<file path="config.mk">
export PLATFORM = sky130hd
export DESIGN_NAME = map_text_tokenizer_unit
export DESIGN_NICKNAME = d
export VERILOG_FILES = /design/src/design/mtt_pkg.sv /design/src/design/mtt_front.sv /design/src/design/mtt_queue.sv /design/src/design/mtt_back.sv /design/src/design/map_text_tokenizer_unit.sv
export SDC_FILE = /design/constraint.sdc
export NUM_CORES = 1
export LEC_CHECK = 0
export BUFFER_PORTS_ARGS = -buffer_cell sky130_fd_sc_hd__buf_2
export CAP_MARGIN = 15
export CORE_MARGIN = 2
export CORE_UTILIZATION = 44
export DETAILED_ROUTE_END_ITERATION = 12
export PLACE_DENSITY_LB_ADDON = 0.25
export SLEW_MARGIN = 0
export SYNTH_ARGS = -nofsm -noshare
export SYNTH_HDL_FRONTEND = slang
export SYNTH_SLANG_ARGS = --single-unit
export TNS_END_PERCENT = 100
</file>
<file path="constraint.sdc">
create_clock -name clk -period 9.5 [get_ports clk]
set_input_delay 1.9 -clock clk [delete_from_list [all_inputs] [get_ports clk]]
set_output_delay 1.9 -clock clk [all_outputs]
set_load 0.05 [all_outputs]
</file>
<file path="src/design/mtt_pkg.sv">
// Package for the map text tokenizer: result kinds, character codes,
// default sizes and the result group that travels from lexer to output stage.
// Used by every module of the block; depends on nothing.
package mtt_pkg;

    localparam int TOKEN_LIMIT_DEF = 4096;
    localparam int LINE_BITS_DEF   = 24;
    localparam int QUEUE_DEPTH_DEF = 4;
    localparam int LINE_NUM_W      = 24;
    localparam int RES_MAX         = 3;

    localparam logic [7:0] CH_NEWLINE = 8'h0A;
    localparam logic [7:0] CH_GAP_MAX = 8'h20;
    localparam logic [7:0] CH_QUOTE   = 8'h22;
    localparam logic [7:0] CH_HASH    = 8'h23;
    localparam logic [7:0] CH_SLASH   = 8'h2F;
    localparam logic [7:0] CH_SEMI    = 8'h3B;
    localparam logic [7:0] CH_T       = 8'h54;
    localparam logic [7:0] CH_X       = 8'h58;

    typedef enum logic [2:0] {
        KIND_BYTE  = 3'd0,
        KIND_END   = 3'd1,
        KIND_TX    = 3'd2,
        KIND_LINE  = 3'd3,
        KIND_LARGE = 3'd4,
        KIND_DONE  = 3'd5
    } kind_t;

    typedef struct packed {
        kind_t      kind;
        logic [7:0] value;
    } res_t;

    typedef struct packed {
        logic [1:0]                count;
        res_t [RES_MAX-1:0]        res;
        logic [LINE_NUM_W-1:0]     line;
    } grp_t;

endpackage

</file>
<file path="src/design/mtt_front.sv">
// Lexer front end: takes one text beat per cycle while push_ready is high,
// updates lexer state, builds the beat's result group. Depends on mtt_pkg.
module mtt_front
    import mtt_pkg::*;
#(
    parameter int TOKEN_LIMIT = TOKEN_LIMIT_DEF,
    parameter int LINE_BITS   = LINE_BITS_DEF
)
(
    input  logic       clk,
    input  logic       rst_n,
    input  logic       in_valid,
    output logic       in_ready,
    input  logic [7:0] text_byte,
    input  logic       end_mark,
    input  logic       newline_ok,
    output logic       push_valid,
    input  logic       push_ready,
    output grp_t       push_data
);

    localparam int LEN_W = $clog2(TOKEN_LIMIT);

    typedef enum logic [2:0] {
        MODE_GAP,
        MODE_SLASH,
        MODE_COMMENT,
        MODE_WORD,
        MODE_QUOTED,
        MODE_DONE
    } mode_t;

    typedef enum logic [1:0] {
        OFF_START,
        OFF_GOT_T,
        OFF_GOT_TX,
        OFF_REST
    } off_t;

    mode_t                mode_reg, mode_next;
    off_t                 off_reg, off_next;
    logic [LEN_W-1:0]     len_reg, len_next;
    logic [LINE_BITS-1:0] line_reg, line_next;
    logic                 halt_reg, halt_next;

    grp_t                 grp;
    logic                 in_fire;
    logic                 run_gap;
    logic                 run_word;
    logic                 run_push;
    logic [LEN_W-1:0]     push_len;
    logic [LEN_W:0]       len_inc;
    logic                 is_gap;

    function automatic grp_t add_res(grp_t g, kind_t k, logic [7:0] v);
        grp_t r;
        r                  = g;
        r.res[g.count].kind  = k;
        r.res[g.count].value = v;
        r.count            = g.count + 2'd1;
        return r;
    endfunction

    assign in_ready   = push_ready;
    assign in_fire    = in_valid && in_ready;
    assign is_gap     = (text_byte <= CH_GAP_MAX);
    assign len_inc    = {1'b0, push_len} + (LEN_W+1)'(1);
    assign push_valid = in_fire && (grp.count != 2'd0);
    assign push_data  = grp;

    always_comb
    begin
        grp        = '0;
        grp.line   = LINE_NUM_W'(line_reg);
        mode_next  = mode_reg;
        off_next   = off_reg;
        len_next   = len_reg;
        line_next  = line_reg;
        halt_next  = halt_reg;
        run_gap    = 1'b0;
        run_word   = 1'b0;
        run_push   = 1'b0;
        push_len   = len_reg;

        if (in_fire && !halt_reg)
        begin
            if (end_mark)
            begin
                case (mode_reg)
                    MODE_SLASH:
                    begin
                        grp      = add_res(grp, KIND_BYTE, CH_SLASH);
                        grp      = add_res(grp, KIND_END, 8'd0);
                        len_next = LEN_W'(1);
                    end
                    MODE_WORD, MODE_QUOTED:
                    begin
                        grp = add_res(grp, KIND_END, 8'd0);
                    end
                    default:
                    begin
                    end
                endcase
                grp       = add_res(grp, KIND_DONE, 8'd0);
                mode_next = MODE_DONE;
            end
            else
            begin
                case (mode_reg)
                    MODE_GAP:
                    begin
                        run_gap = 1'b1;
                    end
                    MODE_SLASH:
                    begin
                        if (text_byte == CH_SLASH)
                        begin
                            if (!newline_ok)
                            begin
                                grp       = add_res(grp, KIND_LINE, 8'd0);
                                halt_next = 1'b1;
                            end
                            else
                            begin
                                mode_next = MODE_COMMENT;
                                off_next  = OFF_START;
                            end
                        end
                        else
                        begin
                            grp       = add_res(grp, KIND_BYTE, CH_SLASH);
                            mode_next = MODE_WORD;
                            push_len  = LEN_W'(1);
                            len_next  = LEN_W'(1);
                            run_word  = 1'b1;
                        end
                    end
                    MODE_COMMENT:
                    begin
                        case (off_reg)
                            OFF_START: off_next = (text_byte == CH_T) ? OFF_GOT_T : OFF_REST;
                            OFF_GOT_T: off_next = (text_byte == CH_X) ? OFF_GOT_TX : OFF_REST;
                            OFF_GOT_TX:
                            begin
                                grp      = add_res(grp, KIND_TX, text_byte);
                                off_next = OFF_REST;
                            end
                            default:
                            begin
                            end
                        endcase
                        if (text_byte == CH_NEWLINE)
                        begin
                            if (line_reg != '1)
                            begin
                                line_next = line_reg + LINE_BITS'(1);
                            end
                            mode_next = MODE_GAP;
                            off_next  = OFF_START;
                        end
                    end
                    MODE_WORD:
                    begin
                        run_word = 1'b1;
                    end
                    MODE_QUOTED:
                    begin
                        if (text_byte == CH_QUOTE)
                        begin
                            grp       = add_res(grp, KIND_END, 8'd0);
                            mode_next = MODE_GAP;
                        end
                        else
                        begin
                            run_push = 1'b1;
                        end
                    end
                    default:
                    begin
                        grp       = add_res(grp, KIND_DONE, 8'd0);
                        mode_next = MODE_DONE;
                    end
                endcase

                if (run_word)
                begin
                    if (is_gap || (text_byte == CH_SEMI))
                    begin
                        grp       = add_res(grp, KIND_END, 8'd0);
                        mode_next = MODE_GAP;
                        run_gap   = 1'b1;
                    end
                    else
                    begin
                        run_push = 1'b1;
                    end
                end

                if (run_gap)
                begin
                    if (is_gap)
                    begin
                        if (text_byte == CH_NEWLINE)
                        begin
                            if (!newline_ok)
                            begin
                                grp       = add_res(grp, KIND_LINE, 8'd0);
                                halt_next = 1'b1;
                            end
                            else if (line_reg != '1)
                            begin
                                line_next = line_reg + LINE_BITS'(1);
                            end
                        end
                        mode_next = MODE_GAP;
                    end
                    else if (text_byte inside {CH_SEMI, CH_HASH})
                    begin
                        if (!newline_ok)
                        begin
                            grp       = add_res(grp, KIND_LINE, 8'd0);
                            halt_next = 1'b1;
                        end
                        else
                        begin
                            mode_next = MODE_COMMENT;
                            off_next  = OFF_START;
                        end
                    end
                    else if (text_byte == CH_SLASH)
                    begin
                        mode_next = MODE_SLASH;
                    end
                    else if (text_byte == CH_QUOTE)
                    begin
                        mode_next = MODE_QUOTED;
                        len_next  = '0;
                    end
                    else
                    begin
                        mode_next = MODE_WORD;
                        push_len  = '0;
                        run_push  = 1'b1;
                    end
                end

                if (run_push)
                begin
                    grp = add_res(grp, KIND_BYTE, text_byte);
                    if (len_inc >= (LEN_W+1)'(TOKEN_LIMIT))
                    begin
                        grp       = add_res(grp, KIND_LARGE, 8'd0);
                        halt_next = 1'b1;
                    end
                    else
                    begin
                        len_next = LEN_W'(len_inc);
                    end
                end
            end
        end
    end

    always_ff @(posedge clk or negedge rst_n)
    begin
        if (!rst_n)
        begin
            mode_reg <= MODE_GAP;
            off_reg  <= OFF_START;
            len_reg  <= '0;
            line_reg <= LINE_BITS'(1);
            halt_reg <= 1'b0;
        end
        else
        begin
            mode_reg <= mode_next;
            off_reg  <= off_next;
            len_reg  <= len_next;
            line_reg <= line_next;
            halt_reg <= halt_next;
        end
    end

endmodule

</file>
<file path="src/design/mtt_queue.sv">
// Short queue of result groups between the lexer and the output stage.
// Depends on mtt_pkg for the group type.
module mtt_queue
    import mtt_pkg::*;
#(
    parameter int DEPTH = QUEUE_DEPTH_DEF
)
(
    input  logic clk,
    input  logic rst_n,
    input  logic push_valid,
    output logic push_ready,
    input  grp_t push_data,
    output logic pop_valid,
    input  logic pop_ready,
    output grp_t pop_data
);

    localparam int PTR_W = $clog2(DEPTH);
    localparam int CNT_W = $clog2(DEPTH + 1);

    grp_t             mem [DEPTH];
    logic [PTR_W-1:0] wr_ptr_reg;
    logic [PTR_W-1:0] rd_ptr_reg;
    logic [CNT_W-1:0] cnt_reg;
    logic             do_push;
    logic             do_pop;

    assign push_ready = (cnt_reg != CNT_W'(DEPTH));
    assign pop_valid  = (cnt_reg != '0);
    assign pop_data   = mem[rd_ptr_reg];
    assign do_push    = push_valid && push_ready;
    assign do_pop     = pop_valid && pop_ready;

    always_ff @(posedge clk)
    begin
        if (do_push)
        begin
            mem[wr_ptr_reg] <= push_data;
        end
    end

    always_ff @(posedge clk or negedge rst_n)
    begin
        if (!rst_n)
        begin
            wr_ptr_reg <= '0;
            rd_ptr_reg <= '0;
            cnt_reg    <= '0;
        end
        else
        begin
            if (do_push)
            begin
                wr_ptr_reg <= (wr_ptr_reg == PTR_W'(DEPTH - 1)) ? '0 : wr_ptr_reg + PTR_W'(1);
            end
            if (do_pop)
            begin
                rd_ptr_reg <= (rd_ptr_reg == PTR_W'(DEPTH - 1)) ? '0 : rd_ptr_reg + PTR_W'(1);
            end
            if (do_push && !do_pop)
            begin
                cnt_reg <= cnt_reg + CNT_W'(1);
            end
            else if (do_pop && !do_push)
            begin
                cnt_reg <= cnt_reg - CNT_W'(1);
            end
        end
    end

endmodule

</file>
<file path="src/design/mtt_back.sv">
// Output stage: holds one result group and, when out_ready is set, hands
// out its results one per cycle, marking the last. Depends on mtt_pkg.
module mtt_back
    import mtt_pkg::*;
(
    input  logic                  clk,
    input  logic                  rst_n,
    input  logic                  pop_valid,
    output logic                  pop_ready,
    input  grp_t                  pop_data,
    output logic                  out_valid,
    input  logic                  out_ready,
    output logic [2:0]            kind,
    output logic [7:0]            value,
    output logic [LINE_NUM_W-1:0] line_number,
    output logic                  last
);

    grp_t       cur_reg;
    logic       cur_valid_reg;
    logic [1:0] idx_reg;
    logic       out_fire;

    assign out_valid   = cur_valid_reg;
    assign out_fire    = out_valid && out_ready;
    assign last        = (idx_reg == (cur_reg.count - 2'd1));
    assign kind        = cur_reg.res[idx_reg].kind;
    assign value       = cur_reg.res[idx_reg].value;
    assign line_number = cur_reg.line;
    assign pop_ready   = !cur_valid_reg || (out_fire && last);

    always_ff @(posedge clk)
    begin
        if (pop_valid && pop_ready)
        begin
            cur_reg <= pop_data;
        end
    end

    always_ff @(posedge clk or negedge rst_n)
    begin
        if (!rst_n)
        begin
            cur_valid_reg <= 1'b0;
            idx_reg       <= '0;
        end
        else if (pop_valid && pop_ready)
        begin
            cur_valid_reg <= 1'b1;
            idx_reg       <= '0;
        end
        else if (out_fire && last)
        begin
            cur_valid_reg <= 1'b0;
        end
        else if (out_fire)
        begin
            idx_reg <= idx_reg + 2'd1;
        end
    end

endmodule

</file>
<file path="src/design/map_text_tokenizer_unit.sv">
// Top level of the map text tokenizer: lexer front end, group queue and
// output stage. Depends on mtt_pkg, mtt_front, mtt_queue and mtt_back.
//
//   Channel   Handshake               Beat contents
//   in        in_valid / in_ready     text_byte, end_mark, newline_ok
//   out       out_valid / out_ready   kind, value, line_number, last
//
// The lexer takes one text beat per cycle while the group queue has room, so
// beats may follow back to back.
// Each beat causes zero to three results; the output stage sends one result per
// cycle while out_ready is high, so sustained input rate is one beat per cycle
// when beats yield at most one result, and the output port bounds it otherwise.
// Reset starts the lexer in the gap mode on line one; no clearing pass is needed.
// A stalled output fills the queue, and only then is in_ready dropped.
module map_text_tokenizer_unit
    import mtt_pkg::*;
#(
    parameter int TOKEN_LIMIT = TOKEN_LIMIT_DEF,
    parameter int LINE_BITS   = LINE_BITS_DEF,
    parameter int QUEUE_DEPTH = QUEUE_DEPTH_DEF
)
(
    input  logic                  clk,
    input  logic                  rst_n,
    input  logic                  in_valid,
    output logic                  in_ready,
    input  logic [7:0]            text_byte,
    input  logic                  end_mark,
    input  logic                  newline_ok,
    output logic                  out_valid,
    input  logic                  out_ready,
    output logic [2:0]            kind,
    output logic [7:0]            value,
    output logic [LINE_NUM_W-1:0] line_number,
    output logic                  last
);

    logic push_valid;
    logic push_ready;
    grp_t push_data;
    logic pop_valid;
    logic pop_ready;
    grp_t pop_data;

    mtt_front #(
        .TOKEN_LIMIT (TOKEN_LIMIT),
        .LINE_BITS   (LINE_BITS)
    ) u_front (
        .clk        (clk),
        .rst_n      (rst_n),
        .in_valid   (in_valid),
        .in_ready   (in_ready),
        .text_byte  (text_byte),
        .end_mark   (end_mark),
        .newline_ok (newline_ok),
        .push_valid (push_valid),
        .push_ready (push_ready),
        .push_data  (push_data)
    );

    mtt_queue #(
        .DEPTH (QUEUE_DEPTH)
    ) u_queue (
        .clk        (clk),
        .rst_n      (rst_n),
        .push_valid (push_valid),
        .push_ready (push_ready),
        .push_data  (push_data),
        .pop_valid  (pop_valid),
        .pop_ready  (pop_ready),
        .pop_data   (pop_data)
    );

    mtt_back u_back (
        .clk         (clk),
        .rst_n       (rst_n),
        .pop_valid   (pop_valid),
        .pop_ready   (pop_ready),
        .pop_data    (pop_data),
        .out_valid   (out_valid),
        .out_ready   (out_ready),
        .kind        (kind),
        .value       (value),
        .line_number (line_number),
        .last        (last)
    );

endmodule

</file>
==> results of run 1 <==
cell families after synthesis:
logic type	after synthesis	synth area share
XOR/XNOR	28	0.01643
AND/OR/NAND/NOR	237	0.08332
AO/OA/AOI/OAI	134	0.06278
flip-flops	347	0.6807
buffers and inverters	90	0.03160
multiplexers	77	0.1020
adder cells (fa/ha/maj)	27	0.02313
routing by layer:
layer	global-route usage	share of wire	routed length, um	vias to the layer above
li1	-	-	-	3700
met1	0.2301	0.45	12970	4064
met2	0.2802	0.49	14320	173
met3	0.02384	0.041	1192	52
met4	0.04482	0.020	589	0
met5	0	0	0	-
layout make-up:
class | instances | area, um2 | area share
clock buffer | 46 | 991.0 | 0.05945
clock inverter | 20 | 168.9 | 0.01013
inverter | 30 | 112.6 | 0.006755
multi-input combinational | 503 | 4310 | 0.2586
sequential | 347 | 10170 | 0.6098
tap | 448 | 560.5 | 0.03363
timing repair buffer | 65 | 360.3 | 0.02162
how the worst max path moves through the flow:
stage | from | depth (start not counted) | slack (ns) | to
floorplan | text_byte[4] | 19 | 2.49 | u_queue.mem[0][0]
global placement | text_byte[4] | 20 | 2.25 | u_queue.mem[0][56]
detailed placement | text_byte[4] | 20 | 2.15 | u_queue.mem[0][54]
CTS | text_byte[4] | 20 | 2.69 | u_queue.mem[0][36]
global route | text_byte[4] | 20 | 2.33 | u_queue.mem[0][17]
finish | text_byte[4] | 20 | 2.71 | u_queue.mem[0][17]
critical path: cells and delay by family:
kind / cells / cell delay (ns)
fa+ha+maj: 3 / 0.84
compound gates: 4 / 0.59
buf+inv: 4 / 0.79
simple gates: 8 / 2.62
mux: 1 / 0.17
power by group:
part           leakage [uW]  internal [uW]  switching [uW]  total, uW
sequential          0.00334           2060             164       2230
clock              0.000562            798             563       1360
combinational       0.00185            499             841       1340
through the flow:
step	worst slack, ns	hold WS (ns)	cell area, um2	instances	util
4_1_cts	2.688	0.4762	16670	1459	0.4984
2_1_floorplan	2.493	0.4337	14930	940	-
3_5_place_dp	2.151	0.4596	15510	1393	0.4637
3_3_place_gp	2.250	0.4531	15510	1393	0.4637
6_report	2.710	0.4698	16670	1459	0.4984
5_1_grt	2.331	0.4856	16670	1459	0.4984
layout by cell type, fill, tap and decap left out, drive strengths merged, types with 28 or more instances in the layout:
cell type,n
a21oi,28
buf,65
clkbuf,46
dfrtp,51
edfxtp,295
inv,31
mux4,59
nand2,68
nor2,52
o21ai,38
==> metrics.txt, run 1 <==
CP max-delay cell=and2_2; vias in the first global route=7958; worst reg2reg path startpoint=u_front.off_reg[0]; CP max stage delay=0.92 ns; synthesis-to-finish area growth=11.68%; Starting Density=0.4463; Std-Cell Rows=67; Worst R2R Setup Slack=3.85 ns; Yosys cell types=84; gr usage total=0.1670; RSZ-0062 raised after global routing=false; Post-Syn Area per Cell=15.88 um2; total iterations of the first detailed-routing run=5; Wirelength per Cell=19.92 um; clk buf depth=3; fillers=2772; Worst Reg-to-Reg Cells=21; Total Wirelength=29.07 mm; first-pass GRT wire length=46.03 mm; Slew @ Worst Pin=1.098 ns; Clock H-tree levels=2; Ys Warns=0; DRT antenna net count=0; total power=4926 uW; hold path endpoint=u_front.halt_reg; Synth Cell Area=14930 um2; initial drt markers=600; max reg flops=236; Layout Skew=0.02291 ns; worst reg2reg path endpoint=u_queue.mem[0][17]; DRC Markers=0; Core Footprint=33450 um2; min-delay worst type=reg2reg; Max Freq=147.3 MHz; die area=35410 um2; cts hold-fix bufs=0; post-synthesis cell count=940; grt ovf=0; IO Port Bufs=51; Hold Path Depth=1; setup repair bufs after CTS=0; Hold Startpoint=u_front.halt_reg; Startpoint Class=primary input; post-route minimum period=6.790 ns; Syn Nets=981; Num CTS Buffers=37; Post-synth ARST share=0.1499; outcome=finished clean; RD Place Congestion=0.8394; vias=7989; maximum VDD drop=0.0001420 V; vias per cell=5.476; Fin Setup TNS=0 ns; dpl hpwl=18.42 mm; CP dominant cell by count=ha_1; initial antenna violation count=0; Relative slew margins=0.2680; CP cell instances=buf_2 -> or4b_4 -> nor4_2 -> or2_2 -> o21ai_0 -> ha_1 -> nor2_1 -> or2_2 -> inv_1 -> ha_1 -> a21oi_1 -> nand3_1 -> nand2_1 -> inv_1 -> ha_1 -> mux2i_1 -> a211oi_2 -> a21oi_4 -> and2_2 -> buf_4; Resized Gates After CTS=0; CTS tree=yes; Worst Path Required=9.69 ns; layout cell share with drive strength beyond 1=0.2156; die height=188.2 um; Post-layout nets=1025; Crit path arrival time=6.98 ns; #FFs+latches synth=347; cell accounting for the most synthesized area=edfxtp_1; Max Cap Viol=0; PwrDens=295.5 nW/um2; Seq/Total Area, Yosys=0.6807; floorplan die width=188.2 um; P_leak=0.005744 uW; final slew viol count=0; dominant cell by count in the synthesized netlist=edfxtp_1; # clock sinks=347; number of synthesized flops with an enable pin=295; crit share post-route=0.7147; Boundary Pins=52; Main synth FF type=edfxtp_1; Worst setup EP type=flop; Clock Pin Slew Worst Setup and Hold Paths=0.06 ns; path type of the worst setup path=in2reg; Clk Tree Root Cell=clkbuf_16; Synth top area share=0.5935; clock latency on the worst-skew pair=0.53 ns; Final Hold Vio Count=0; largest net degree at the start of global routing=63; worst-path fanout max=38; most frequent cells after synthesis=edfxtp_1, nand2_1, mux4_2, dfrtp_1, nor2_1; Antenna diodes=0; Final Setup Violations=0; ranking of synthesized cells by area=edfxtp_1, mux4_2, dfrtp_1
Power figures use the tool's default switching activity.
==> run 2, diff against run 1 <==
clock period = 7.05 ns   (was 9.5 ns; I/O delays follow)
==> metrics.txt, run 2 (synthesis gave the netlist of run 1 again) <==
# clock sinks=347; vias in the first global route=8189; fillers=2769; clk buf depth=3; die height=188.2 um; setup repair bufs after CTS=0; Slew @ Worst Pin=1.010 ns; Clock H-tree levels=2; synthesis-to-finish area growth=12.59%; maximum VDD drop=0.0001994 V; clock latency on the worst-skew pair=0.53 ns; Worst setup EP type=flop; dpl hpwl=17.74 mm; Max Cap Viol=0; layout cell share with drive strength beyond 1=0.2221; Boundary Pins=52; Wirelength per Cell=20.18 um; Crit path arrival time=6.16 ns; RSZ-0062 raised after global routing=false; post-route minimum period=5.719 ns; Num CTS Buffers=37; vias per cell=5.519; floorplan die width=188.2 um; vias=8063; crit share post-route=0.8112; initial antenna violation count=0; worst-path fanout max=9; RD Place Congestion=0.8749; Max Freq=174.9 MHz; P_leak=0.005804 uW; Layout Skew=0.01910 ns; CTS tree=yes; Clk Tree Root Cell=clkbuf_16; most common cell after layout, fill and taps aside=edfxtp_1; IO Port Bufs=51; Total Wirelength=29.49 mm; die area=35410 um2; cts hold-fix bufs=0; Fin Setup TNS=0 ns; path type of the worst setup path=in2reg; grt ovf=0; PwrDens=403.7 nW/um2; first-pass GRT wire length=46.81 mm; Resized Gates After CTS=0; gr usage total=0.1708; DRT antenna net count=0; Relative slew margins=0.3266; Clock Pin Slew Worst Setup and Hold Paths=0.06 ns; Startpoint Class=primary input; Starting Density=0.4463; max reg flops=236; largest net degree at the start of global routing=63; Worst Path Required=7.49 ns; utilization after layout=0.5025; Final Hold Vio Count=0; Final Setup Violations=0; Core Footprint=33450 um2; final slew viol count=0; DRC Markers=0; total iterations of the first detailed-routing run=5; Antenna diodes=0; Std-Cell Rows=67; outcome=finished clean; most frequent cells in the layout=edfxtp_1, nand2_1, mux4_2; min-delay worst type=reg2reg; initial drt markers=590; Post-layout nets=1025
run 2: cell types whose count changed in the layout (fill, tap and decap cells not counted), sizes merged:
cell / delta
bufinv: +3
clkbuf: -3
clkinv: +2
run 2: final cells by class:
cell class	instances	area, um2	share of cell area
Clock buffer	43	969.7	0.05770
Clock inverter	25	276.5	0.01645
Inverter	30	112.6	0.006700
Multi-Input combinational cell	503	4310	0.2565
Sequential cell	347	10170	0.6049
Tap cell	448	560.5	0.03335
Timing Repair Buffer	65	410.4	0.02442
run 2: final timing paths:
path / startpoint / endpoint / depth (start not counted) / slack (ns)
max in group asynchronous: rst_n / u_queue.rd_ptr_reg[0] / 2 / 5.40
max reg2reg: u_front.off_reg[0] / u_queue.cnt_reg[2] / 25 / 1.99
max: text_byte[4] / u_queue.cnt_reg[2] / 24 / 1.33
min in group asynchronous: rst_n / u_front.len_reg[3] / 2 / 1.04
min: u_front.halt_reg / u_front.halt_reg / 1 / 0.47
min reg2reg: u_front.halt_reg / u_front.halt_reg / 1 / 0.47
run 2: report_power, final:
group	switching, uW	internal [uW]
Combinational	1210	694
Sequential	146	2780
Clock	778	1180
Total	2130	4650
run 2: worst max-delay path, stage by stage:
cell      delay [ns]
buf_2           0.17
or4b_4          0.60
nor4_2          0.32
or2_2           0.17
o21ai_0         0.08
ha_1            0.29
nor2_1          0.19
or2_2           0.18
inv_1           0.04
ha_1            0.28
a21oi_1         0.12
nand3_1         0.11
nand2_1         0.15
inv_1           0.09
ha_1            0.28
mux2i_1         0.16
a211oi_2        0.12
a21oi_4         0.26
ha_1            0.22
inv_1           0.06
fa_1            0.42
xor2_1          0.17
nor2_1          0.12
xor2_1          0.15
run 2: routing by layer:
metal,global-route usage,up-vias,share of wire
met1,0.2324,4132,0.44
met3,0.02421,37,0.044
met4,0.04815,0,0.019
li1,-,3695,-
met2,0.2891,199,0.50
met5,0,-,0
run 2: stage by stage:
| step | hold slack (ns) | total power [uW] | area (um2) | setup WS (ns) | instances |
|---|---|---|---|---|---|
| final | 0.4727 | 6784 | 16810 | 1.331 | 1461 |
| after global routing | 0.4946 | 7118 | 16810 | 0.9077 | 1461 |
| after CTS | 0.4745 | 6878 | 16810 | 1.322 | 1461 |
| after detailed placement | 0.4582 | 4915 | 15560 | 0.7983 | 1393 |
| after global placement | 0.4552 | 4887 | 15560 | 0.9061 | 1393 |
| after floorplan | 0.4337 | 4437 | 14930 | 0.5332 | 940 |
